--- config.mk ---
export PLATFORM = sky130hd
export DESIGN_NAME = asls_div
export DESIGN_NICKNAME = d
export VERILOG_FILES = /design/src/rtl/asls_pkg.sv /design/src/rtl/asls_div.sv
export SDC_FILE = /design/constraint.sdc
export NUM_CORES = 2
export LEC_CHECK = 0
export BUFFER_PORTS_ARGS = -buffer_cell sky130_fd_sc_hd__buf_2
export CAP_MARGIN = 5
export CORE_UTILIZATION = 43
export DETAILED_ROUTE_END_ITERATION = 10
export SETUP_SLACK_MARGIN = 0.3
export SYNTH_ARGS = -nofsm -noshare
export SYNTH_HDL_FRONTEND = slang
export SYNTH_SLANG_ARGS = --single-unit
--- constraint.sdc ---
create_clock -name clk_i -period 6.9 [get_ports clk_i]
set_input_delay 0.69 -clock clk_i [delete_from_list [all_inputs] [get_ports clk_i]]
set_output_delay 0.69 -clock clk_i [all_outputs]
set_load 0.02 [all_outputs]
--- src/rtl/asls_pkg.sv ---
// ----------------------------------------------------------------------------
// asls_pkg: shared types and constants for the slew-limited ADC smoother
// Field widths, register codes and reset values, the state word of one
// channel, and the sequencer states.
// ----------------------------------------------------------------------------
package asls_pkg;

  localparam int CHANNELS_DEF = 8;
  localparam int SAMPLES_DEF  = 10;

  // ADC full-scale code, divisor of the scaling step
  localparam int ADC_FULL = 4095;

  localparam int CH_W    = 3;
  localparam int SMP_W   = 12;
  localparam int SUM_W   = 16;
  localparam int CNT_W   = 4;
  localparam int VAL_W   = 32;
  localparam int FRAC_W  = 8;
  localparam int VOLT_W  = 23;
  localparam int SUP_W   = 13;
  localparam int GAIN_W  = 16;
  localparam int MILLI_W = 10;

  // mV to uV
  localparam int SCALE_UV = 1000;

  localparam int PROD_W = SUM_W + SUP_W;
  localparam int NUM_W  = PROD_W + MILLI_W + FRAC_W;
  localparam int QUOT_W = VAL_W;

  localparam int CFG_IDX_W  = 2;
  localparam int CFG_DATA_W = 16;

  localparam logic [CFG_IDX_W-1:0] CFG_SUPPLY_MV      = 2'd0;
  localparam logic [CFG_IDX_W-1:0] CFG_SMOOTHING_GAIN = 2'd1;
  localparam logic [CFG_IDX_W-1:0] CFG_STEP_RATIO     = 2'd2;

  localparam logic [SUP_W-1:0]  SUPPLY_RST = 13'd3300;
  localparam logic [GAIN_W-1:0] GAIN_RST   = 16'd9830;
  localparam logic [GAIN_W-1:0] RATIO_RST  = 16'd13107;

  typedef struct packed {
    logic [SUP_W-1:0]  supply_mv;
    logic [GAIN_W-1:0] smoothing_gain;
    logic [GAIN_W-1:0] step_ratio;
  } cfg_t;

  typedef struct packed {
    logic             seeded;
    logic [VAL_W-1:0] filt;
    logic [CNT_W-1:0] cnt;
    logic [SUM_W-1:0] sum;
  } mem_word_t;

  typedef struct packed {
    logic [CH_W-1:0]   out_channel;
    logic [VOLT_W-1:0] voltage_uv;
    logic              was_clamped;
    logic              first_batch;
  } res_t;

  typedef struct packed {
    logic             start;
    logic [NUM_W-1:0] num;
  } div_req_t;

  typedef struct packed {
    logic              done;
    logic [QUOT_W-1:0] quot;
  } div_rsp_t;

  typedef enum logic [3:0] {
    ST_IDLE,
    ST_READ,
    ST_MUL1,
    ST_MUL2,
    ST_DIV,
    ST_LIMIT,
    ST_CLAMP,
    ST_DELTA,
    ST_DONE
  } core_state_e;

endpackage

--- src/rtl/asls_div.sv ---
// ----------------------------------------------------------------------------
// asls_div: divider by the batch constant
// Reciprocal multiply gives a quotient estimate at most three low; the
// remainder is then formed and fixed up by compare and subtract.
// The quotient is known to fit QUOT_W bits.
// ----------------------------------------------------------------------------
module asls_div #(
  parameter int SAMPLES = asls_pkg::SAMPLES_DEF
) (
  input  logic               clk_i,
  input  logic               rst_ni,
  input  asls_pkg::div_req_t req_i,
  output asls_pkg::div_rsp_t rsp_o
);
  import asls_pkg::*;

  localparam int DIVISOR = ADC_FULL * SAMPLES;
  localparam int DIV_W   = $clog2(DIVISOR + 1);
  // remainder after the estimate stays below four divisors
  localparam int REM_W   = DIV_W + 2;
  localparam int RCP_SH  = QUOT_W - 1;
  // floor(2^(RCP_SH+DIV_W) / DIVISOR), lies between 2^31 and 2^32
  localparam logic [QUOT_W-1:0] RCP =
    QUOT_W'((64'd1 << (RCP_SH + DIV_W)) / 64'(DIVISOR));
  localparam logic [REM_W-1:0]  DIV_R = REM_W'(DIVISOR);
  localparam logic [QUOT_W-1:0] DIV_Q = QUOT_W'(DIVISOR);

  logic [QUOT_W-1:0]   xs_q, xs_d;
  logic [REM_W-1:0]    xlo_q, xlo_d;
  logic [QUOT_W-1:0]   quot_q, quot_d;
  logic [REM_W-1:0]    rem_q, rem_d;
  logic                est_q, est_d;
  logic                remv_q, remv_d;
  logic                fix_q, fix_d;
  logic                done_q, done_d;
  logic [2*QUOT_W-1:0] est_full;
  logic [REM_W-1:0]    qd;

  assign est_full = xs_q * RCP;
  // only the low bits matter: the true remainder is small
  assign qd       = REM_W'(quot_q * DIV_Q);

  always_comb begin
    xs_d   = xs_q;
    xlo_d  = xlo_q;
    quot_d = quot_q;
    rem_d  = rem_q;
    est_d  = est_q;
    remv_d = remv_q;
    fix_d  = fix_q;
    done_d = done_q;
    if (req_i.start) begin
      xs_d   = QUOT_W'(req_i.num >> DIV_W);
      xlo_d  = req_i.num[REM_W-1:0];
      est_d  = 1'b1;
      remv_d = 1'b0;
      fix_d  = 1'b0;
      done_d = 1'b0;
    end else if (est_q) begin
      quot_d = est_full[RCP_SH +: QUOT_W];
      est_d  = 1'b0;
      remv_d = 1'b1;
    end else if (remv_q) begin
      rem_d  = xlo_q - qd;
      remv_d = 1'b0;
      fix_d  = 1'b1;
    end else if (fix_q) begin
      if (rem_q >= DIV_R) begin
        rem_d  = rem_q - DIV_R;
        quot_d = quot_q + 1'b1;
      end else begin
        fix_d  = 1'b0;
        done_d = 1'b1;
      end
    end
  end

  always_ff @(posedge clk_i or negedge rst_ni) begin
    if (!rst_ni) begin
      est_q  <= 1'b0;
      remv_q <= 1'b0;
      fix_q  <= 1'b0;
      done_q <= 1'b0;
    end else begin
      est_q  <= est_d;
      remv_q <= remv_d;
      fix_q  <= fix_d;
      done_q <= done_d;
    end
  end

  always_ff @(posedge clk_i) begin
    xs_q   <= xs_d;
    xlo_q  <= xlo_d;
    quot_q <= quot_d;
    rem_q  <= rem_d;
  end

  assign rsp_o.done = done_q;
  assign rsp_o.quot = quot_q;

endmodule

==> key figures <==
Run status
  • Outcome: finished with violations
  • Failing checks: setup timing

Floorplan
  • Die ar.: roughly 57000 µm²
  • Chip Height: around 240 µm
  • Initial core utilization: 43.7%
  • Ports: 83
  • Placeable Area: 55300 µm²
  • Die width: 239 µm
  • Row count: 86

Synthesis
  • Post-synth EDFFs: 95
  • Async set-reset flop share out of synthesis: 4.04%
  • Synth Net Count: 3300
  • Synth unique cells: 64
  • Flops & latches, synth: 99
  • Sequential area share after synthesis: roughly an eighth
  • YS warnings: 0
  • Synth Cell Area: 24100 µm²
  • Cells after Synth: 2401
  • Synth Flop Type: edfxtp_1
  • Post-Syn Area per Cell: 10.1 µm²

Worst setup path
  • Startpoint Class: flop
  • Slowest CP cell: a2111o_1
  • CP max stage delay: between 500 and 600 ps
  • CP required: about 7100 ps
  • Crit path arrival time: about 7300 ps
  • Reg2Reg Setup Slack: -250 ps
  • Kind of critical path: reg2reg
  • Critical Path Most Common Cell: fa_1
  • Worst setup EP type: flop
  • Crit Path Max Fanout: 6

Clock tree
  • Clock sink count: 99
  • Hold buffers post-CTS: 0
  • CTS Buf Count: 9
  • CTS clk-pin slew, worst paths: 100 ps
  • CTS Root Cell: clkbuf_16
  • Clock buffer depth: 2
  • H-Tree Depth: 3
  • Worst skew pair latency: 410 ps
  • CTS tree: done

Route
  • ANT nets after route: 0
  • Vias: 17800
  • Per-cell routed wire length: 19.4 µm
  • Met3 wire length: about 2800 µm
  • 1st-iter DRT viols: between 900 and 1000
  • DR pass1 iterations: 5
  • Met1 WL: 30500 µm
  • Met2 wire len: 33900 µm
  • Routed Wire Length: 69000 µm
  • Highest Signal Layer: met4
  • DRC: 0
  • Vias/cell: about 5

Cells and area
  • Antenna cells: 0
  • Final Net Count: 3694
  • Filler cell count: 5040
  • Most frequent cells in the layout: 625 x inv_1, 409 x fa_1, 358 x ha_1, 296 x buf_4, 95 x edfxtp_1
  • Fraction of layout cells with a size suffix above 1: 22.8%
  • Fin area: 29800 µm²
  • Layout Utilization: 53.8%
  • Commonest non-fill, non-tap cell in the layout: inv_1
  • Area Growth Syn to Fin: 23.2%

Timing
  • Slew Limit Fails: 0
  • Unrepaired setup endpoints after global routing: yes
  • Slew @ Worst Pin: between 600 and 700 ps
  • Min Tclk post-route: 7150 ps
  • Clk_skew: 20.4 ps
  • Setup-failing EPs final: 9
  • Final Hold Fails: 0
  • Worst slew margin: 55.1%
  • Final cycle utilization of the critical path: 104%
  • Fmax achieved: 140 MHz
  • Final Worst Setup Slack: -249 ps
  • Setup TNS: -643 ps

Job
  • Max_cap viols: 0

Place
  • GPL Wtd Cong: around 1
  • PortBufs: 81
  • DP Area: 28100 µm²
  • DP HPWL: 60700 µm

Global routing
  • Gr usage total: 25.3%
  • Initial antenna violation count: 0
  • GRT overflow: 0
  • Largest net degree at the start of global routing: 40
  • First-pass GRT wire length: 107000 µm
  • Vias in the first global route: 19100

Worst hold path
  • Worst Hold Class: in2async
[routing by layer]
layer	vias up	GRT usage (%)
met5	-	0
met4	0	7.05
met3	70	3.43
met2	338	42.6
met1	9050	34.0
li1	8347	-
[metrics by stage]
step	cells	setup WS [ps]	hold WS, ps
after floorplan	2401	121	394
after global placement	3491	-246	524
after detailed placement	3491	-321	525
after CTS	3533	-223	69.6
after global routing	3548	-437	76.7
final	3548	-249	86.0
[kinds of logic after synthesis]
group                    synth area share [%]
multiplexers                            0.295
AO/OA/AOI/OAI                            6.88
buffers and inverters                    10.6
AND/OR/NAND/NOR                          7.10
adder cells (fa/ha/maj)                  57.5
flip-flops                               12.2
XOR/XNOR                                 5.40
[path summary, 6_finish.rpt]
path	start	endpoint	cells after the start
min	rst_ni	done_q$_DFFE_PN0P_	1
max	xs_q[8]$_DFFE_PP_	quot_q[29]$_DFFE_PP_	26
max reg2reg	xs_q[8]$_DFFE_PP_	quot_q[29]$_DFFE_PP_	26
min reg2reg	done_q$_DFFE_PN0P_	done_q$_DFFE_PN0P_	2
min in group clk_i	req_i[18]	xs_q[2]$_DFFE_PP_	1
max in group asynchronous	rst_ni	est_q$_DFF_PN0_	1
[Yosys cell counts (4+ instances only)]
master	instances	area (µm²)
o211ai_1	6	45.0
dfrtp_1	4	100
nand2b_1	16	100
o31ai_1	7	52.6
nor2_1	98	368
mux2i_1	6	60.1
xnor2_1	74	648
or2_2	6	37.5
edfxtp_1	95	2850
ha_1	414	5180
a211oi_1	11	82.6
and3_1	18	113
nor2b_1	9	56.3
nand4_1	19	119
o21a_1	11	82.6
clkbuf_1	16	60.1
and2_1	24	150
nand2_1	87	327
nor3_1	23	115
xor2_1	75	657
nand3_1	30	150
inv_1	648	2430
a21oi_1	90	450
o21ai_0	32	160
o21ai_1	30	150
a2111oi_0	5	43.8
buf_2	7	35.0
a21o_1	30	225
a31oi_1	8	50.1
or3_1	5	31.3
o21bai_1	8	60.1
fa_1	435	8710
[sequential cells by signal, summed over array words and instances (netlist names)]
| register | count |
|---|---|
| done_q | 1 |
| est_q | 1 |
| fix_q | 1 |
| quot_q | 32 |
| rem_q | 17 |
| remv_q | 1 |
| xlo_q | 16 |
| xs_q | 30 |
[area by class of cell]
type / count / area, µm² / area share (%)
clock inverter: 7 / 93.8 / 0.315
clock buffer: 9 / 225 / 0.757
timing repair buffer: 411 / 3030 / 10.2
multi-input combinational: 1626 / 20100 / 67.5
sequential: 99 / 2950 / 9.93
inverter: 648 / 2430 / 8.18
tap: 748 / 936 / 3.15
[timing repair]
action	CTS	global route
cloned	0	0
setup buffers	26	15
pin swaps	75	47
setup endpoints to repair	33	35
gates resized for setup	100	107
hold endpoints to repair	0	0
[worst max-delay path, delay by kind of cell, from the launching register on]
family	cells	cell delay (ps)
AO/OA/AOI/OAI	4	1000
AND/OR/NAND/NOR	5	1060
flip-flops	1	430
XOR/XNOR	1	190
buffers and inverters	7	590
adder cells (fa/ha/maj)	9	3630
Power is left out: the tool's default activity adds up to more than one toggle a clock period on the data nets, which glitch-free logic cannot reach.
