[src/rtl/asls_pkg.sv]
// ----------------------------------------------------------------------------
// asls_pkg: shared types and constants for the slew-limited ADC smoother
// Field widths, register codes and reset values, the state word of one
// channel, and the sequencer states.
// ----------------------------------------------------------------------------
package asls_pkg;

  localparam int CHANNELS_DEF = 8;
  localparam int SAMPLES_DEF  = 10;

  // ADC full-scale code, divisor of the scaling step
  localparam int ADC_FULL = 4095;

  localparam int CH_W    = 3;
  localparam int SMP_W   = 12;
  localparam int SUM_W   = 16;
  localparam int CNT_W   = 4;
  localparam int VAL_W   = 32;
  localparam int FRAC_W  = 8;
  localparam int VOLT_W  = 23;
  localparam int SUP_W   = 13;
  localparam int GAIN_W  = 16;
  localparam int MILLI_W = 10;

  // mV to uV
  localparam int SCALE_UV = 1000;

  localparam int PROD_W = SUM_W + SUP_W;
  localparam int NUM_W  = PROD_W + MILLI_W + FRAC_W;
  localparam int QUOT_W = VAL_W;

  localparam int CFG_IDX_W  = 2;
  localparam int CFG_DATA_W = 16;

  localparam logic [CFG_IDX_W-1:0] CFG_SUPPLY_MV      = 2'd0;
  localparam logic [CFG_IDX_W-1:0] CFG_SMOOTHING_GAIN = 2'd1;
  localparam logic [CFG_IDX_W-1:0] CFG_STEP_RATIO     = 2'd2;

  localparam logic [SUP_W-1:0]  SUPPLY_RST = 13'd3300;
  localparam logic [GAIN_W-1:0] GAIN_RST   = 16'd9830;
  localparam logic [GAIN_W-1:0] RATIO_RST  = 16'd13107;

  typedef struct packed {
    logic [SUP_W-1:0]  supply_mv;
    logic [GAIN_W-1:0] smoothing_gain;
    logic [GAIN_W-1:0] step_ratio;
  } cfg_t;

  typedef struct packed {
    logic             seeded;
    logic [VAL_W-1:0] filt;
    logic [CNT_W-1:0] cnt;
    logic [SUM_W-1:0] sum;
  } mem_word_t;

  typedef struct packed {
    logic [CH_W-1:0]   out_channel;
    logic [VOLT_W-1:0] voltage_uv;
    logic              was_clamped;
    logic              first_batch;
  } res_t;

  typedef struct packed {
    logic             start;
    logic [NUM_W-1:0] num;
  } div_req_t;

  typedef struct packed {
    logic              done;
    logic [QUOT_W-1:0] quot;
  } div_rsp_t;

  typedef enum logic [3:0] {
    ST_IDLE,
    ST_READ,
    ST_MUL1,
    ST_MUL2,
    ST_DIV,
    ST_LIMIT,
    ST_CLAMP,
    ST_DELTA,
    ST_DONE
  } core_state_e;

endpackage

[src/rtl/asls_if.sv]
// ----------------------------------------------------------------------------
// asls_in_if / asls_out_if: valid/ready channels of the smoother
// Sample items in, filtered result items out.
// ----------------------------------------------------------------------------
interface asls_in_if;
  import asls_pkg::*;

  logic             valid;
  logic             ready;
  logic [CH_W-1:0]  channel;
  logic [SMP_W-1:0] sample;

  modport source (output valid, output channel, output sample, input ready);
  modport sink   (input valid, input channel, input sample, output ready);
endinterface


[src/rtl/asls_core.sv]
// ----------------------------------------------------------------------------
// asls_core: sequencer and datapath of the smoother
// Reads a channel's state, accumulates the sample, and at batch end
// scales, limits once seeded, and updates the filtered value before writing back.
// ----------------------------------------------------------------------------
module asls_core #(
  parameter int CHANNELS = asls_pkg::CHANNELS_DEF,
  parameter int SAMPLES  = asls_pkg::SAMPLES_DEF,
  parameter int AW       = (CHANNELS > 1) ? $clog2(CHANNELS) : 1
) (
  input  logic                clk_i,
  input  logic                rst_ni,
  asls_in_if.sink             in_i,
  input  asls_pkg::cfg_t      cfg_i,
  output logic                rd_en_o,
  output logic [AW-1:0]       rd_addr_o,
  input  asls_pkg::mem_word_t rd_data_i,
  output logic                wr_en_o,
  output logic [AW-1:0]       wr_addr_o,
  output asls_pkg::mem_word_t wr_data_o,
  output asls_pkg::div_req_t  div_req_o,
  input  asls_pkg::div_rsp_t  div_rsp_i,
  input  logic                res_free_i,
  output logic                res_valid_o,
  output asls_pkg::res_t      res_o
);
  import asls_pkg::*;

  localparam int LIM_W = GAIN_W + VAL_W;

  core_state_e state_q, state_d;

  logic [CH_W-1:0]   ch_q;
  logic [SMP_W-1:0]  smp_q;
  logic [SUM_W-1:0]  sum_q;
  logic [VAL_W-1:0]  f_q;
  logic              seeded_q;
  logic [PROD_W-1:0] prod_q;
  logic              up_q;
  logic [VAL_W-1:0]  mag_q;
  logic [VAL_W-1:0]  limit_q;
  logic [VAL_W-1:0]  delta_q;
  logic              clamped_q;
  logic              first_q;

  logic              accept;
  logic              ch_ok;
  logic [SUM_W-1:0]  sum_new;
  logic [CNT_W-1:0]  cnt_new;
  logic              batch_end;
  logic [VAL_W-1:0]  vin;
  logic [LIM_W-1:0]  lim_full;
  logic [LIM_W-1:0]  dlt_full;
  logic [VAL_W-1:0]  f_new;
  logic [PROD_W+MILLI_W-1:0] milli;

  assign accept    = in_i.valid && in_i.ready;
  assign ch_ok     = 32'(in_i.channel) < CHANNELS;
  assign sum_new   = rd_data_i.sum + SUM_W'(smp_q);
  assign cnt_new   = rd_data_i.cnt + 1'b1;
  assign batch_end = !(32'(cnt_new) < SAMPLES);
  assign vin       = div_rsp_i.quot;
  assign lim_full  = cfg_i.step_ratio * f_q;
  assign dlt_full  = cfg_i.smoothing_gain * mag_q;
  assign milli     = prod_q * MILLI_W'(SCALE_UV);

  always_comb begin
    if (first_q) begin
      f_new = f_q;
    end else if (up_q) begin
      f_new = f_q + delta_q;
    end else begin
      f_new = f_q - delta_q;
    end
  end

  // next state
  always_comb begin
    state_d = state_q;
    unique case (state_q)
      ST_IDLE:  if (accept && ch_ok) state_d = ST_READ;
      ST_READ:  state_d = batch_end ? ST_MUL1 : ST_IDLE;
      ST_MUL1:  state_d = ST_MUL2;
      ST_MUL2:  state_d = ST_DIV;
      ST_DIV:   if (div_rsp_i.done) state_d = ST_LIMIT;
      ST_LIMIT: state_d = seeded_q ? ST_CLAMP : ST_DONE;
      ST_CLAMP: state_d = ST_DELTA;
      ST_DELTA: state_d = ST_DONE;
      ST_DONE:  if (res_free_i) state_d = ST_IDLE;
      default:  state_d = ST_IDLE;
    endcase
  end

  // outputs
  always_comb begin
    in_i.ready      = 1'b0;
    rd_en_o         = 1'b0;
    wr_en_o         = 1'b0;
    wr_data_o       = '0;
    div_req_o.start = 1'b0;
    res_valid_o     = 1'b0;
    unique case (state_q)
      ST_IDLE: begin
        in_i.ready = 1'b1;
        rd_en_o    = accept && ch_ok;
      end
      ST_READ: begin
        if (!batch_end) begin
          wr_en_o          = 1'b1;
          wr_data_o.seeded = rd_data_i.seeded;
          wr_data_o.filt   = rd_data_i.filt;
          wr_data_o.cnt    = cnt_new;
          wr_data_o.sum    = sum_new;
        end
      end
      ST_MUL2: div_req_o.start = 1'b1;
      ST_DONE: begin
        if (res_free_i) begin
          wr_en_o          = 1'b1;
          wr_data_o.seeded = 1'b1;
          wr_data_o.filt   = f_new;
          res_valid_o      = 1'b1;
        end
      end
      default: ;
    endcase
  end

  assign rd_addr_o      = AW'(in_i.channel);
  assign wr_addr_o      = AW'(ch_q);
  assign div_req_o.num  = {milli, {FRAC_W{1'b0}}};

  assign res_o.out_channel = ch_q;
  assign res_o.voltage_uv  = f_new[FRAC_W +: VOLT_W];
  assign res_o.was_clamped = clamped_q;
  assign res_o.first_batch = first_q;

  always_ff @(posedge clk_i or negedge rst_ni) begin
    if (!rst_ni) begin
      state_q <= ST_IDLE;
    end else begin
      state_q <= state_d;
    end
  end

  always_ff @(posedge clk_i) begin
    unique case (state_q)
      ST_IDLE: begin
        ch_q  <= in_i.channel;
        smp_q <= in_i.sample;
      end
      ST_READ: begin
        sum_q    <= sum_new;
        f_q      <= rd_data_i.filt;
        seeded_q <= rd_data_i.seeded;
      end
      ST_MUL1: prod_q <= sum_q * cfg_i.supply_mv;
      ST_LIMIT: begin
        clamped_q <= 1'b0;
        if (!seeded_q) begin
          f_q     <= vin;
          first_q <= 1'b1;
        end else begin
          first_q <= 1'b0;
          up_q    <= vin > f_q;
          mag_q   <= (vin > f_q) ? (vin - f_q) : (f_q - vin);
          limit_q <= lim_full[LIM_W-1:GAIN_W];
        end
      end
      ST_CLAMP: begin
        if (mag_q > limit_q) begin
          mag_q     <= limit_q;
          clamped_q <= 1'b1;
        end
      end
      ST_DELTA: delta_q <= dlt_full[LIM_W-1:GAIN_W];
      default: ;
    endcase
  end

endmodule

[src/flat_wrapper.sv]
// flat-port wrapper written by rule: the top's interface ports become plain ports
module asls_core_flat import asls_pkg::*;
#(
  parameter int CHANNELS = asls_pkg::CHANNELS_DEF,
  parameter int SAMPLES  = asls_pkg::SAMPLES_DEF,
  parameter int AW       = (CHANNELS > 1) ? $clog2(CHANNELS) : 1
)
  (clk_i, rst_ni, cfg_i, rd_en_o, rd_addr_o, rd_data_i, wr_en_o, wr_addr_o, wr_data_o, div_req_o, div_rsp_i, res_free_i, res_valid_o, res_o, in_i_valid, in_i_channel, in_i_sample, in_i_ready);
  asls_in_if in_i_i ();
  input  logic clk_i;
  input  logic rst_ni;
  input  asls_pkg::cfg_t cfg_i;
  output logic rd_en_o;
  output logic [AW-1:0] rd_addr_o;
  input  asls_pkg::mem_word_t rd_data_i;
  output logic wr_en_o;
  output logic [AW-1:0] wr_addr_o;
  output asls_pkg::mem_word_t wr_data_o;
  output asls_pkg::div_req_t div_req_o;
  input  asls_pkg::div_rsp_t div_rsp_i;
  input  logic res_free_i;
  output logic res_valid_o;
  output asls_pkg::res_t res_o;
  input wire logic [$bits(in_i_i.valid)-1:0] in_i_valid;
  input wire logic [$bits(in_i_i.channel)-1:0] in_i_channel;
  input wire logic [$bits(in_i_i.sample)-1:0] in_i_sample;
  output wire logic [$bits(in_i_i.ready)-1:0] in_i_ready;
  assign in_i_i.valid = in_i_valid;
  assign in_i_i.channel = in_i_channel;
  assign in_i_i.sample = in_i_sample;
  assign in_i_ready = in_i_i.ready;
  asls_core #(.CHANNELS(CHANNELS), .SAMPLES(SAMPLES), .AW(AW)) u_core (.clk_i(clk_i), .rst_ni(rst_ni), .in_i(in_i_i), .cfg_i(cfg_i), .rd_en_o(rd_en_o), .rd_addr_o(rd_addr_o), .rd_data_i(rd_data_i), .wr_en_o(wr_en_o), .wr_addr_o(wr_addr_o), .wr_data_o(wr_data_o), .div_req_o(div_req_o), .div_rsp_i(div_rsp_i), .res_free_i(res_free_i), .res_valid_o(res_valid_o), .res_o(res_o));
endmodule
[config.mk]
export PLATFORM = sky130hd
export DESIGN_NAME = asls_core_flat
export DESIGN_NICKNAME = d
export VERILOG_FILES = /design/src/rtl/asls_pkg.sv /design/src/rtl/asls_if.sv /design/src/rtl/asls_core.sv /design/src/flat_wrapper.sv
export SDC_FILE = /design/constraint.sdc
export NUM_CORES = 2
export LEC_CHECK = 0
export ABC_AREA = 1
export BUFFER_PORTS_ARGS = -buffer_cell sky130_fd_sc_hd__buf_2
export CORE_MARGIN = 3
export CORE_UTILIZATION = 55
export CTS_CLUSTER_SIZE = 40
export DETAILED_ROUTE_END_ITERATION = 16
export MAX_ROUTING_LAYER = met4
export PLACE_DENSITY_LB_ADDON = 0.05
export SLEW_MARGIN = 20
export SYNTH_ARGS = -nofsm -noshare
export SYNTH_HDL_FRONTEND = slang
export SYNTH_SLANG_ARGS = --single-unit
[constraint.sdc]
create_clock -name clk_i -period 13.45 [get_ports clk_i]
set_input_delay 2.69 -clock clk_i [delete_from_list [all_inputs] [get_ports clk_i]]
set_output_delay 2.69 -clock clk_i [all_outputs]
set_load 0.03 [all_outputs]
==> results.toml <==
[route]
ant_nets = 0
via_count = 54044
drt_wl_total_um = 202400
firstDrtPassIters = 6
drt-initial-drc-count = 3656
wire_per_inst_um = 20.15
viasPerCell = 5.381
drc = 0

[worst_hold_path]
min_path_cells = 1
hold_path.startpoint = "u_core.state_q[3]"
hold_path_class = "reg -> reg"
min_to = "u_core.state_q[0]"

[clock_tree]
cts.sinks = 196
cts_made_buffers = 17
clock_latency_ns = 0.53
cts_tree = "done"
post_cts_buffers = 0
cts_resized = 0
clk_path_buf_depth = 2
htreeDepth = 4
cts-root-buf = "clkbuf_16"
holdBufCountCts = 0
path_clk_slew_ns = 0.08

[sta]
rsz0062_at_grt = "no"
worst_pin_slew_ns = 1.227
period_minus_slack_ns = 8.357
finalHoldViolCount = 0
maxSlewHeadroom_pct = 18.22
period_share_pct = 62.13
final-max-slew-violation-count = 0
fin_skew_ns = 0.02761
fin_tns_setup_ns = 0
max_freq_ghz = 0.1197
setup_viol = 0
setup_ws_ns = 5.093

[global_route]
grt_overflow = 0
grt_pass1_vias = 55823
grt_pass1_wl_um = 315300
grt_max_degree = 70
antenna_found_initial = 9
grt_usage_pct = 35.95

[final_layout]
fin_nets = 10300
fillers = 11060
area_growth_pct = 4.426
layout-drive-gt1-share_pct = 5.341
post-route-util_pct = 58.12
stdcell_count = 10044

[status]
status = "completed"

[worst_setup_path]
rr_endpoint = "u_core.limit_q[29]"
cp.arrival_ns = 8.67
crit_type = "in -> reg"
start_kind = "input port"
critPathRequiredTime_ns = 13.77
end_kind = "register"
ff2ff_path_depth = 20
reg2reg_setup_slack_ns = 6.78
worstReg2RegStart = "u_core.f_q[25]"
crit_fanout = 32

[logic_synthesis]
ys_ff_latch = 196
synth-edff-count = 192
synthCells = 8515
ys_seq_area_share_pct = 9.329
synth_warnings = 0
ys_async_sr_fraction_pct = 2.041
synth_cell_types = 66
synthFlopType = "edfxtp_1"
synth_area_per_cell_um2 = 7.384
syn_area_mm2 = 0.06288

[floorplanning]
fp.dieW_um = 344.1
std_cell_rows = 123
die-height_um = 344.1
pin_count = 289
dieArea_mm2 = 0.1184
initial_core_util_pct = 55.66
core_area_mm2 = 0.1130

[place]
dp_hpwl_um = 169300
place.port_buffers = 277
gp_congestion = 1.020
place_inst = 10003
dpl_worst_slack_ns = 4.643

[flow_run]
cap_violations = 0
[metrics by stage]
stage               area, um2  hold slack (ns)
floorplan               62910           0.4321
global placement        64990           0.4563
detailed placement      64990           0.4621
CTS                     65580           0.4726
global route            65650           0.4859
finish                  65660           0.4708
[cell usage in the layout (no fill, tap or decap), types with 36 or more instances in the layout]
master    count
inv_1      2217
ha_1        527
nor3_1       47
nand4_1      36
fa_1       1098
edfxtp_1    192
nand3_1     226
buf_4        41
nand2_1    2458
nor2_1      375
xnor2_1      50
nand2_2      43
buf_2       277
o21ai_0     209
xor2_1      141
a21oi_1     295
[flip-flops by register name, summed over array words and instances, names as in the netlist]
| name | cells |
|---|---|
| u_core.delta_q | 32 |
| u_core.clamped_q | 1 |
| u_core.first_q | 1 |
| u_core.state_q | 4 |
| u_core.sum_q | 16 |
| u_core.mag_q | 32 |
| u_core.seeded_q | 1 |
| u_core.smp_q | 12 |
| u_core.limit_q | 32 |
| u_core.prod_q | 29 |
| u_core.up_q | 1 |
| u_core.f_q | 32 |
| u_core.wr_addr_o | 3 |
[worst max-delay path: stages]
cell     delay, ns
buf_2         0.70
nand2_1       0.19
fa_1          0.57
inv_1         0.06
fa_1          0.60
fa_1          0.45
fa_1          0.46
fa_1          0.49
inv_1         0.05
fa_1          0.58
inv_1         0.06
ha_1          0.40
nand2_1       0.13
nor2_1        0.21
inv_1         0.08
nor2_1        0.15
inv_1         0.07
nor2_1        0.13
nand2_1       0.06
nand3_1       0.15
a21oi_1       0.10
xnor2_1       0.25
[worst max-delay path by stage]
| stage | startpoint | to | slack, ns | cells past startpoint |
|---|---|---|---|---|
| after detailed placement | cfg_i[10] | u_core.limit_q[14] | 4.64 | 22 |
| after floorplan | cfg_i[17] | u_core.delta_q[25] | 5.67 | 24 |
| after CTS | cfg_i[10] | u_core.limit_q[14] | 5.17 | 22 |
| after global placement | cfg_i[17] | u_core.delta_q[25] | 4.57 | 22 |
| after global routing | cfg_i[1] | u_core.limit_q[29] | 4.82 | 21 |
| final | cfg_i[10] | u_core.limit_q[14] | 5.09 | 22 |
[metal layers]
metal	wire length (um)	track usage (%)
met5	0	-
met1	81520	44.78
met2	95740	58.35
met3	13380	4.357
met4	11790	17.56
[area by class of cell]
| cell class | instances | area (um2) | share of cell area, % |
|---|---|---|---|
| sequential | 196 | 5866 | 8.934 |
| tap | 1500 | 1877 | 2.858 |
| antenna | 6 | 15.01 | 0.02287 |
| multi-input combinational | 5758 | 47170 | 71.84 |
| timing repair buffer | 321 | 1762 | 2.683 |
| clock inverter | 15 | 160.2 | 0.2439 |
| inverter | 2231 | 8384 | 12.77 |
| clock buffer | 17 | 425.4 | 0.6479 |
[cell usage after synthesis, drive strengths merged (37+ instances only)]
library cell,n,area [um2]
nand4,37,237.7
fa,1098,21980
nand2,2511,9614
nand3,226,1131
buf,55,457.9
nor2,393,1559
nor3,51,270.3
ha,527,6594
xor2,141,1235
inv,2229,8377
a21oi,302,1541
o21ai,225,1141
edfxtp,192,5766
clkbuf,285,1081
xnor2,50,437.9
[cells by family after synthesis]
logic type / count (synthesis) / synth area share (%)
AOI/OAI and AO/OA: 661 / 5.853
xor gates and xnor gates: 191 / 2.661
adders and majority gates: 1625 / 45.45
buffers and inverters: 2571 / 15.78
DFF: 196 / 9.329
muxes: 1 / 0.01592
other: 1 / 0.005964
and+or+nand+nor: 3269 / 20.91
Power is not shown: default switching activity piles up to over one toggle a cycle in this logic, so the estimate is an artifact.
