--- src/rtl/asls_pkg.sv ---
// ----------------------------------------------------------------------------
// asls_pkg: shared types and constants for the slew-limited ADC smoother
// Field widths, register codes and reset values, the state word of one
// channel, and the sequencer states.
// ----------------------------------------------------------------------------
package asls_pkg;

  localparam int CHANNELS_DEF = 8;
  localparam int SAMPLES_DEF  = 10;

  // ADC full-scale code, divisor of the scaling step
  localparam int ADC_FULL = 4095;

  localparam int CH_W    = 3;
  localparam int SMP_W   = 12;
  localparam int SUM_W   = 16;
  localparam int CNT_W   = 4;
  localparam int VAL_W   = 32;
  localparam int FRAC_W  = 8;
  localparam int VOLT_W  = 23;
  localparam int SUP_W   = 13;
  localparam int GAIN_W  = 16;
  localparam int MILLI_W = 10;

  // mV to uV
  localparam int SCALE_UV = 1000;

  localparam int PROD_W = SUM_W + SUP_W;
  localparam int NUM_W  = PROD_W + MILLI_W + FRAC_W;
  localparam int QUOT_W = VAL_W;

  localparam int CFG_IDX_W  = 2;
  localparam int CFG_DATA_W = 16;

  localparam logic [CFG_IDX_W-1:0] CFG_SUPPLY_MV      = 2'd0;
  localparam logic [CFG_IDX_W-1:0] CFG_SMOOTHING_GAIN = 2'd1;
  localparam logic [CFG_IDX_W-1:0] CFG_STEP_RATIO     = 2'd2;

  localparam logic [SUP_W-1:0]  SUPPLY_RST = 13'd3300;
  localparam logic [GAIN_W-1:0] GAIN_RST   = 16'd9830;
  localparam logic [GAIN_W-1:0] RATIO_RST  = 16'd13107;

  typedef struct packed {
    logic [SUP_W-1:0]  supply_mv;
    logic [GAIN_W-1:0] smoothing_gain;
    logic [GAIN_W-1:0] step_ratio;
  } cfg_t;

  typedef struct packed {
    logic             seeded;
    logic [VAL_W-1:0] filt;
    logic [CNT_W-1:0] cnt;
    logic [SUM_W-1:0] sum;
  } mem_word_t;

  typedef struct packed {
    logic [CH_W-1:0]   out_channel;
    logic [VOLT_W-1:0] voltage_uv;
    logic              was_clamped;
    logic              first_batch;
  } res_t;

  typedef struct packed {
    logic             start;
    logic [NUM_W-1:0] num;
  } div_req_t;

  typedef struct packed {
    logic              done;
    logic [QUOT_W-1:0] quot;
  } div_rsp_t;

  typedef enum logic [3:0] {
    ST_IDLE,
    ST_READ,
    ST_MUL1,
    ST_MUL2,
    ST_DIV,
    ST_LIMIT,
    ST_CLAMP,
    ST_DELTA,
    ST_DONE
  } core_state_e;

endpackage

--- src/rtl/asls_mem.sv ---
// ----------------------------------------------------------------------------
// asls_mem: per-channel state memory
// One write and one registered read port. Valid bits make an unwritten
// entry read as all zero after reset.
// ----------------------------------------------------------------------------
module asls_mem #(
  parameter int CHANNELS = asls_pkg::CHANNELS_DEF,
  parameter int AW       = (CHANNELS > 1) ? $clog2(CHANNELS) : 1
) (
  input  logic                clk_i,
  input  logic                rst_ni,
  input  logic                rd_en_i,
  input  logic [AW-1:0]       rd_addr_i,
  output asls_pkg::mem_word_t rd_data_o,
  input  logic                wr_en_i,
  input  logic [AW-1:0]       wr_addr_i,
  input  asls_pkg::mem_word_t wr_data_i
);
  import asls_pkg::*;

  mem_word_t             mem [CHANNELS];
  logic [CHANNELS-1:0]   vld_q;
  mem_word_t             rdata_q;
  logic                  rvld_q;

  always_ff @(posedge clk_i) begin
    if (wr_en_i) begin
      mem[wr_addr_i] <= wr_data_i;
    end
    if (rd_en_i) begin
      rdata_q <= mem[rd_addr_i];
    end
  end

  always_ff @(posedge clk_i or negedge rst_ni) begin
    if (!rst_ni) begin
      vld_q  <= '0;
      rvld_q <= 1'b0;
    end else begin
      if (wr_en_i) begin
        vld_q[wr_addr_i] <= 1'b1;
      end
      if (rd_en_i) begin
        rvld_q <= vld_q[rd_addr_i];
      end
    end
  end

  assign rd_data_o = rvld_q ? rdata_q : '0;

endmodule

--- config.mk ---
export PLATFORM = sky130hd
export DESIGN_NAME = asls_mem
export DESIGN_NICKNAME = d
export VERILOG_FILES = /design/src/rtl/asls_pkg.sv /design/src/rtl/asls_mem.sv
export SDC_FILE = /design/constraint.sdc
export NUM_CORES = 1
export LEC_CHECK = 0
export BUFFER_PORTS_ARGS = -buffer_cell sky130_fd_sc_hd__buf_4
export CORE_MARGIN = 8
export CORE_UTILIZATION = 60
export DETAILED_ROUTE_END_ITERATION = 12
export GPL_ROUTABILITY_DRIVEN = 0
export PLACE_DENSITY_LB_ADDON = 0.05
export RECOVER_POWER = 100
export SYNTH_ARGS = -nofsm -noshare
export SYNTH_HDL_FRONTEND = slang
export SYNTH_SLANG_ARGS = --single-unit
--- constraint.sdc ---
create_clock -name clk_i -period 2.3 [get_ports clk_i]
set_input_delay 0.23 -clock clk_i [delete_from_list [all_inputs] [get_ports clk_i]]
set_output_delay 0.23 -clock clk_i [all_outputs]
set_load 0.005 [all_outputs]
==> results of run 1 <==
-- per-layer routing --
metal,track usage [%],wire [um],vias up
met5,0,0,-
met4,4.65,562,0
met3,3.49,1790,54
met2,33.9,18100,210
met1,27.8,15100,4413
li1,-,-,3586
-- worst min path at each step --
stage                       from        to  slack [ps]  cells after the start
after floorplan           rst_ni    rvld_q         -70                      0
after global placement    rst_ni  vld_q[0]          50                      1
after detailed placement  rst_ni  vld_q[1]          60                      1
after CTS                 rst_ni  vld_q[4]          90                      2
after global routing      rst_ni  vld_q[4]         280                      2
final                     rst_ni  vld_q[4]         240                      2
-- Yosys cell counts (all sizes together) --
master,n,share of area (%)
or2,8,0.27
nor2,6,0.12
nor3,2,0.055
nand2,2,0.041
mux2i,5,0.27
buf,18,0.88
dfrtp,9,1.2
and2,53,1.8
inv,1,0.021
nand2b,3,0.10
mux2,53,3.3
edfxtp,477,78
clkbuf,17,0.35
mux4,107,13
-- through the flow --
step | total power [mW] | TNS (ps) | hold slack, ps
3_3_place_gp | 11.5 | 0 | 54.4
3_5_place_dp | 11.6 | 0 | 63.2
2_1_floorplan | 11.0 | -257870 | -65.6
5_1_grt | 19.1 | 0 | 281
4_1_cts | 18.8 | 0 | 88.4
6_report | 18.5 | 0 | 236
-- registers in the layout, indices dropped and copies added, names as in the netlist --
| register | cells |
|---|---|
| rdata_q | 53 |
| vld_q | 8 |
| mem | 424 |
| rvld_q | 1 |
-- kinds of logic after synthesis --
logic type	count (synthesis)
buf+inv	36
simple gates	74
flops	486
mux	165
-- area by class of cell --
cell class / instances / area (um^2)
flip-flops and latches: 486 / 14600
fillers: 1867 / 8770
multi-input cells: 239 / 3560
repair buffers: 192 / 1440
clock buffers: 65 / 1290
well taps: 396 / 495
clock inverters: 21 / 143
diodes: 2 / 5.00
inverters: 1 / 3.75
-- power groups by stage --
| stage | logic [mW] | registers (mW) | clock network, mW |
|---|---|---|---|
| after CTS | 1.31 | 10.2 | 7.25 |
| after global routing | 1.31 | 10.2 | 7.59 |
| after floorplan | 0.641 | 10.3 | 0 |
| final | 1.21 | 10.2 | 7.11 |
| after global placement | 1.19 | 10.4 | 0 |
| after detailed placement | 1.22 | 10.4 | 0 |
-- timing repair --
action                    in CTS  in global routing
hold endpoints to repair     433                  0
setup buffers                  0                  0
hold buffers                  54                  0
==> flow_metrics.tcl, run 1 <==
set metrics [dict create \
    grt_max_degree 55 \
    grtUsageTotal_pct 20.2 \
    htree_levels 2 \
    hold_class "input pin to async pin" \
    ios 116 \
    internal_power_mw 14.8 \
    r2r_cells 2 \
    final_cell_area_um2 21500 \
    drt_iter0_drc 540 \
    synth_compound_area_share_pct 0 \
    grt_pass1_wl_um 55000 \
    antenna_found_initial 0 \
    outcome "finished, violations left" \
    preCtsSetupSlack_ps 415 \
    cts_resized 0 \
    relSlewSlack_pct -28.7 \
    die_area_um2 36300 \
    grt_setup_unrepaired "false" \
    antenna_left 0 \
    hold_viol_final 0 \
    worstReg2RegStart "mem[7][10]" \
    synth.avg_cell_area_um2 24.0 \
    syn-instance-count 761 \
    final-setup-viol-count 0 \
    swShare_pct 20.2 \
    path_cells "buf_12, and2_0, buf_4" \
    coreArea_um2 30300 \
    yosysSeqAreaShare_pct 79.6 \
    cp_slowest_cell "dfrtp_2" \
    ys_ff_latch 486 \
    numCtsBuffers 47 \
    max_cap_violations 4 \
    instances_no_fill 1402 \
    crit_type "flop to primary output" \
    clkTransAtPathRegs_ps 60 \
    overflow 0 \
    violations "max-capacitance violations, max-slew violations" \
    path_max_fanout 36 \
    skew_ps 15.3 \
    fin_crit_ps 2120 \
    power_density_nw_per_um2 861 \
    syn_nets 824 \
    cpLargestDelayFamily "flip-flops" \
    wl_um 35600 \
    crit_arrival_ps 1890 \
    endpoint_kind "primary output" \
    timing.fmax_mhz 472 \
    crit_buf_inv 2 \
    net-switching-power_mw 3.74 \
    layout_common_cells "edfxtp_1, mux4_2, clkbuf_1" \
    clockRootBuffer "clkbuf_16" \
    r2r-end "rdata_q[10]" \
    crit_cells 3 \
    critPathLaunchType "flop" \
    synth-xor-area-share_pct 0 \
    port_buffers 115 \
    power_frac_clock_pct 38.4 \
    final_common_cell "edfxtp_1" \
    dpl.cell_count 1260 \
    worstSetupStartpoint "rvld_q" \
    drv_slew 186 \
    wl_per_cell_um 25.4 \
    finalCritPeriodShare_pct 92.1 \
    fin_util_pct 71.0 \
    nNetsFinal 1030 \
    drive_gt1_share_pct 32.5 \
    required_ps 2070 \
    vias_per_cell 5.89 \
    drt_first_pass_iters 6 \
    clock_latency_ps 550 \
    initial_utilization_pct 60.4 \
    syn_to_final_growth_pct 17.7 \
    power.share.sequential_pct 55.1 \
    worst_pin_slew_ps 1930 \
    drcViolationCount 0 \
    layout_setup_ws_ps 181 \
    p_comb_share_pct 6.5 \
    rows 64 \
    syn_area_um2 18300 \
    dp_hpwl_um 18300 \
    endpoint "rd_data_o[13]" \
    clock_sinks 486 \
    p_leak_nw 6.96 \
    die_x_um 191 \
    grt_pass1_vias 9148 \
    vias 8263 \
    synth_top_family_by_area "multiplexers" \
    yosys.area_share.simple_pct 2.41 \
    peakVddDrop_v 0.000696 \
    synth.distinct_cells 17 \
    synth_fa_ha_area_share_pct 0 \
    detailed_place.area_um2 19900 \
    yosysWarningCount 0 \
    die_y_um 191 \
    cpPeakStageDelay_ps 620 \
    yosys-mux-area-fraction_pct 16.7 \
    r2r_setup_slack_ps 900 \
    cts_buffer_depth 3 \
    cts_tree "built" \
]
No activity file was read; power rests on OpenSTA's default activity.
==> inputs of run 2 (changes only) <==
==> constraint.sdc (replaced) <==
create_clock -name clk_i -period 2.3 [get_ports clk_i]
set_input_delay 0.345 -clock clk_i [delete_from_list [all_inputs] [get_ports clk_i]]
set_output_delay 0.345 -clock clk_i [all_outputs]
set_load 0.005 [all_outputs]
==> flow_metrics.tcl, run 2 (synthesized netlist as in run 1, its figures left out) <==
set metrics [dict create \
    antenna_left 0 \
    swShare_pct 19.6 \
    peakVddDrop_v 0.000646 \
    grt_setup_unrepaired "false" \
    cts_buffer_depth 3 \
    clockRootBuffer "clkbuf_16" \
    detailed_place.area_um2 19900 \
    whs_ps 137 \
    initial_utilization_pct 60.4 \
    skew_ps 13.3 \
    internal_power_mw 14.9 \
    largest_register_ff_count 424 \
    rows 64 \
    port_buffers 115 \
    cts_tree "built" \
    use_met2_pct 34.7 \
    hold_viol_final 0 \
    p_leak_nw 6.73 \
    final-setup-viol-count 0 \
    final_cell_area_um2 21000 \
    cts_hold_buffers 1 \
    hold_path_depth 1 \
    drive_gt1_share_pct 32.5 \
    dp_hpwl_um 19500 \
    wl_um 35800 \
    layout_setup_ws_ps 198 \
    htree_levels 2 \
    violations "max-capacitance violations, max-slew violations" \
    fin_crit_ps 2100 \
    vias 8065 \
    drt_iter0_drc 403 \
    die_x_um 191 \
    dpl.cell_count 1266 \
    numCtsBuffers 47 \
    die_area_um2 36300 \
    power_frac_clock_pct 38.8 \
    final_common_cell "edfxtp_1" \
    fin_util_pct 69.4 \
    crit_arrival_ps 1760 \
    nNetsFinal 983 \
    diodes 0 \
    grt_max_degree 68 \
    grtUsageTotal_pct 20.1 \
    finalCritPeriodShare_pct 91.4 \
    endpoint_kind "primary output" \
    cts_setup_buffers 0 \
    top_regs "mem x424, rdata_q x53, vld_q x8" \
    max_cap_violations 2 \
    preCtsSetupSlack_ps 270 \
    drv_slew 69 \
    required_ps 1960 \
    hold_class "input pin to flop" \
    overflow 0 \
    layout_common_cells "edfxtp_1, mux4_2, clkbuf_1" \
    instances_no_fill 1348 \
    r2r_cells 2 \
    cts_resized 0 \
    grtUsageMet1_pct 26.6 \
    power.share.sequential_pct 55.1 \
    wl_per_cell_um 26.5 \
    worst_pin_slew_ps 2180 \
    grt_pass1_vias 9008 \
    die_y_um 191 \
    syn_to_final_growth_pct 14.9 \
    drcViolationCount 0 \
    antenna_found_initial 0 \
    vias_per_cell 5.98 \
    power_density_nw_per_um2 882 \
    outcome "finished, violations left" \
    critPathLaunchType "flop" \
    crit_type "flop to primary output" \
    net-switching-power_mw 3.64 \
    timing.fmax_mhz 476 \
    p_comb_share_pct 6.1 \
    largest-register "mem" \
    clkTransAtPathRegs_ps 60 \
    use_met3_pct 3.66 \
    relSlewSlack_pct -45.3 \
    busiest_layer "met2" \
    drt_first_pass_iters 5 \
    ios 116 \
    coreArea_um2 30300 \
    clock_sinks 486 \
    clock_latency_ps 540 \
    path_max_fanout 32 \
    grt_pass1_wl_um 54400 \
]
## run 2: worst max-delay path, stage by stage, from the launching register on
cell      delay, ps
dfrtp_2         360
clkbuf_4        440
and2_0          280
buf_4           140
## run 2: stage by stage
stage | TNS, ps | power (mW)
detailed placement | 0 | 11.6
CTS | 0 | 18.7
global route | 0 | 19.1
finish | 0 | 18.5
floorplan | -11970 | 11.0
global placement | 0 | 11.5
## run 2: worst paths after layout
path / startpoint / to / slack (ps)
max reg2reg: mem[4][45] / rdata_q[45] / 870
max in group asynchronous: rst_ni / rvld_q / 1590
max: rvld_q / rd_data_o[22] / 200
min in group asynchronous: rst_ni / vld_q[4] / 340
min: wr_data_i[21] / mem[7][21] / 140
min reg2reg: vld_q[1] / vld_q[1] / 470
## run 2: power by group through the flow
stage	Combinational, mW	Sequential, mW	Clock [mW]
final	1.14	10.2	7.18
after global routing	1.24	10.2	7.66
after CTS	1.24	10.2	7.31
after detailed placement	1.24	10.4	0
after global placement	1.21	10.3	0
after floorplan	0.645	10.3	0
## run 2: routing by layer
| metal | share of wire [%] | vias up |
|---|---|---|
| met5 | 0 | - |
| met4 | 1.7 | 0 |
| li1 | - | 3491 |
| met1 | 41 | 4305 |
| met2 | 52 | 217 |
| met3 | 6.0 | 52 |
## run 2: cell type report
| type | instances | area [um^2] |
|---|---|---|
| clock inverters | 20 | 168 |
| well taps | 396 | 495 |
| flip-flops and latches | 486 | 14600 |
| multi-input cells | 239 | 3520 |
| clock buffers | 61 | 1270 |
| inverters | 1 | 3.75 |
| repair buffers | 145 | 996 |
| fillers | 1928 | 9270 |
==> inputs of run 3 (changes only) <==
CTS_CLUSTER_DIAMETER = 50   (was unset)
PLACE_DENSITY = 0.79   (was unset)
PLACE_DENSITY_LB_ADDON = unset   (was 0.05)
SLEW_MARGIN = 20   (was unset)
==> flow_metrics.tcl, run 3 (synthesized netlist as in run 1, its figures left out) <==
set metrics [dict create \
    outcome "finished, violations left" \
    violations "max-capacitance violations" \
    final-setup-viol-count 0 \
    nNetsFinal 982 \
    fin_crit_ps 2140 \
    crit_buf_inv 2 \
    syn_to_final_growth_pct 15.0 \
    top_regs "mem x424, rdata_q x53, vld_q x8" \
    worst_pin_slew_ps 1500 \
    fillers 1823 \
    largest-register "mem" \
    clock_latency_ps 560 \
    grt_max_degree 55 \
    coreArea_um2 30300 \
    crit_arrival_ps 1790 \
    peakVddDrop_v 0.000688 \
    largest_register_ff_count 424 \
    wl_per_cell_um 26.1 \
    final_common_cell "edfxtp_1" \
    cts_tree "built" \
    clock_sinks 486 \
    clockRootBuffer "clkbuf_16" \
    max_cap_violations 1 \
    dp_hpwl_um 18800 \
    grt_setup_unrepaired "false" \
    grtUsageMet1_pct 27.6 \
    cpPeakStageDelay_ps 570 \
    timing.fmax_mhz 467 \
    htree_levels 2 \
    layout_common_cells "edfxtp_1, mux4_2, clkbuf_1" \
    overflow 0 \
    cts_setup_buffers 0 \
    cts_resized 0 \
    rows 64 \
    grtUsageTotal_pct 19.8 \
    path_max_fanout 35 \
    drcViolationCount 0 \
    wl_um 35400 \
    r2r_setup_slack_ps 890 \
    cp_slowest_cell "dfrtp_2" \
    use_met2_pct 31.7 \
    vias 8154 \
    tns_ps 0 \
    die_area_um2 36300 \
    use_met3_pct 4.52 \
    holdPathEnd "mem[6][5]" \
    p_leak_nw 6.75 \
    critPathLaunchType "flop" \
    die_y_um 191 \
    path_cells "buf_12, and2_0, buf_4" \
    r2r-end "rdata_q[51]" \
    crit_type "flop to primary output" \
    relSlewSlack_pct 0.314 \
    hold_class "input pin to flop" \
    skew_ps 19.7 \
    worstReg2RegStart "mem[7][51]" \
    busiest_layer "met2" \
    antenna_found_initial 3 \
    die_x_um 191 \
    power_density_nw_per_um2 895 \
    grt_pass1_wl_um 53200 \
    antenna_left 0 \
    vias_per_cell 6.02 \
    initial_utilization_pct 60.4 \
    hold_path_depth 1 \
    hold_start "wr_data_i[5]" \
    endpoint_kind "primary output" \
    p_total_mw 18.8 \
    cts_buffer_depth 3 \
    drive_gt1_share_pct 33.4 \
    r2r_cells 2 \
    drt_iter0_drc 576 \
    hold_viol_final 0 \
    drt_first_pass_iters 5 \
    grt_pass1_vias 8752 \
    port_buffers 115 \
    cts_hold_buffers 1 \
    required_ps 1960 \
    finalCritPeriodShare_pct 93.0 \
    clkTransAtPathRegs_ps 60 \
    cpLargestDelayFamily "flip-flops" \
    ios 116 \
    numCtsBuffers 48 \
    drv_slew 0 \
]
[run 3: cell types whose count changed in the layout (fill, tap and decap cells not counted), moves of 6 or more]
cell,change
and2_0,-8
and2_1,+8
buf_12,-6
clkbuf_1,-6
clkbuf_4,+6
[run 3: metal layers]
layer / part of all wire, % / vias up / wire, um
li1: - / 3505 / -
met1: 42 / 4283 / 15000
met2: 49 / 311 / 17300
met3: 7.3 / 53 / 2600
met4: 1.5 / 2 / 518
met5: 0.025 / - / 9
[run 3: worst max-delay path by stage]
stage	from	end	slack, ps	cells past startpoint
final	rvld_q	rd_data_o[21]	160	3
after global routing	rd_en_i	rdata_q[33]	60	2
after global placement	rd_addr_i[0]	rdata_q[48]	300	4
after floorplan	wr_en_i	mem[3][0]	-40	2
after detailed placement	rd_addr_i[0]	rdata_q[33]	240	4
after CTS	rvld_q	rd_data_o[14]	130	3
[run 3: final cells by class]
type	instances	area (um^2)	share of cell area (%)
tap	396	495	2.36
sequential	486	14600	69.2
inverter	1	3.75	0.0179
multi-input combinational	239	3530	16.8
antenna	2	5.00	0.0238
timing repair buffer	143	911	4.33
clock buffer	55	1230	5.84
clock inverter	33	294	1.40
[run 3: worst register-to-register path, stage by stage (launching register included)]
cell	delay, ps
edfxtp_1	380
mux4_2	500
mux2_2	280
[run 3: power breakdown]
part	leakage [nW]	switching [mW]	total, mW	internal [mW]
Sequential	4.45	0.0988	10.2	10.1
Clock	0.736	3.18	7.49	4.30
Combinational	1.56	0.561	1.12	0.558
Total	6.75	3.84	18.8	15.0
[run 3: stage by stage]
stage               worst slack [ps]  std cells  hold slack, ps  instance area [um^2]  utilization, %
floorplan                      -42.2        761            49.4                 18300               -
global route                    58.0       1353             131                 21000            69.4
finish                           160       1355             134                 21000            69.4
global placement                 299       1264             172                 19900            65.8
detailed placement               243       1264             171                 19900            65.8
CTS                              134       1353            2.38                 21500            70.9
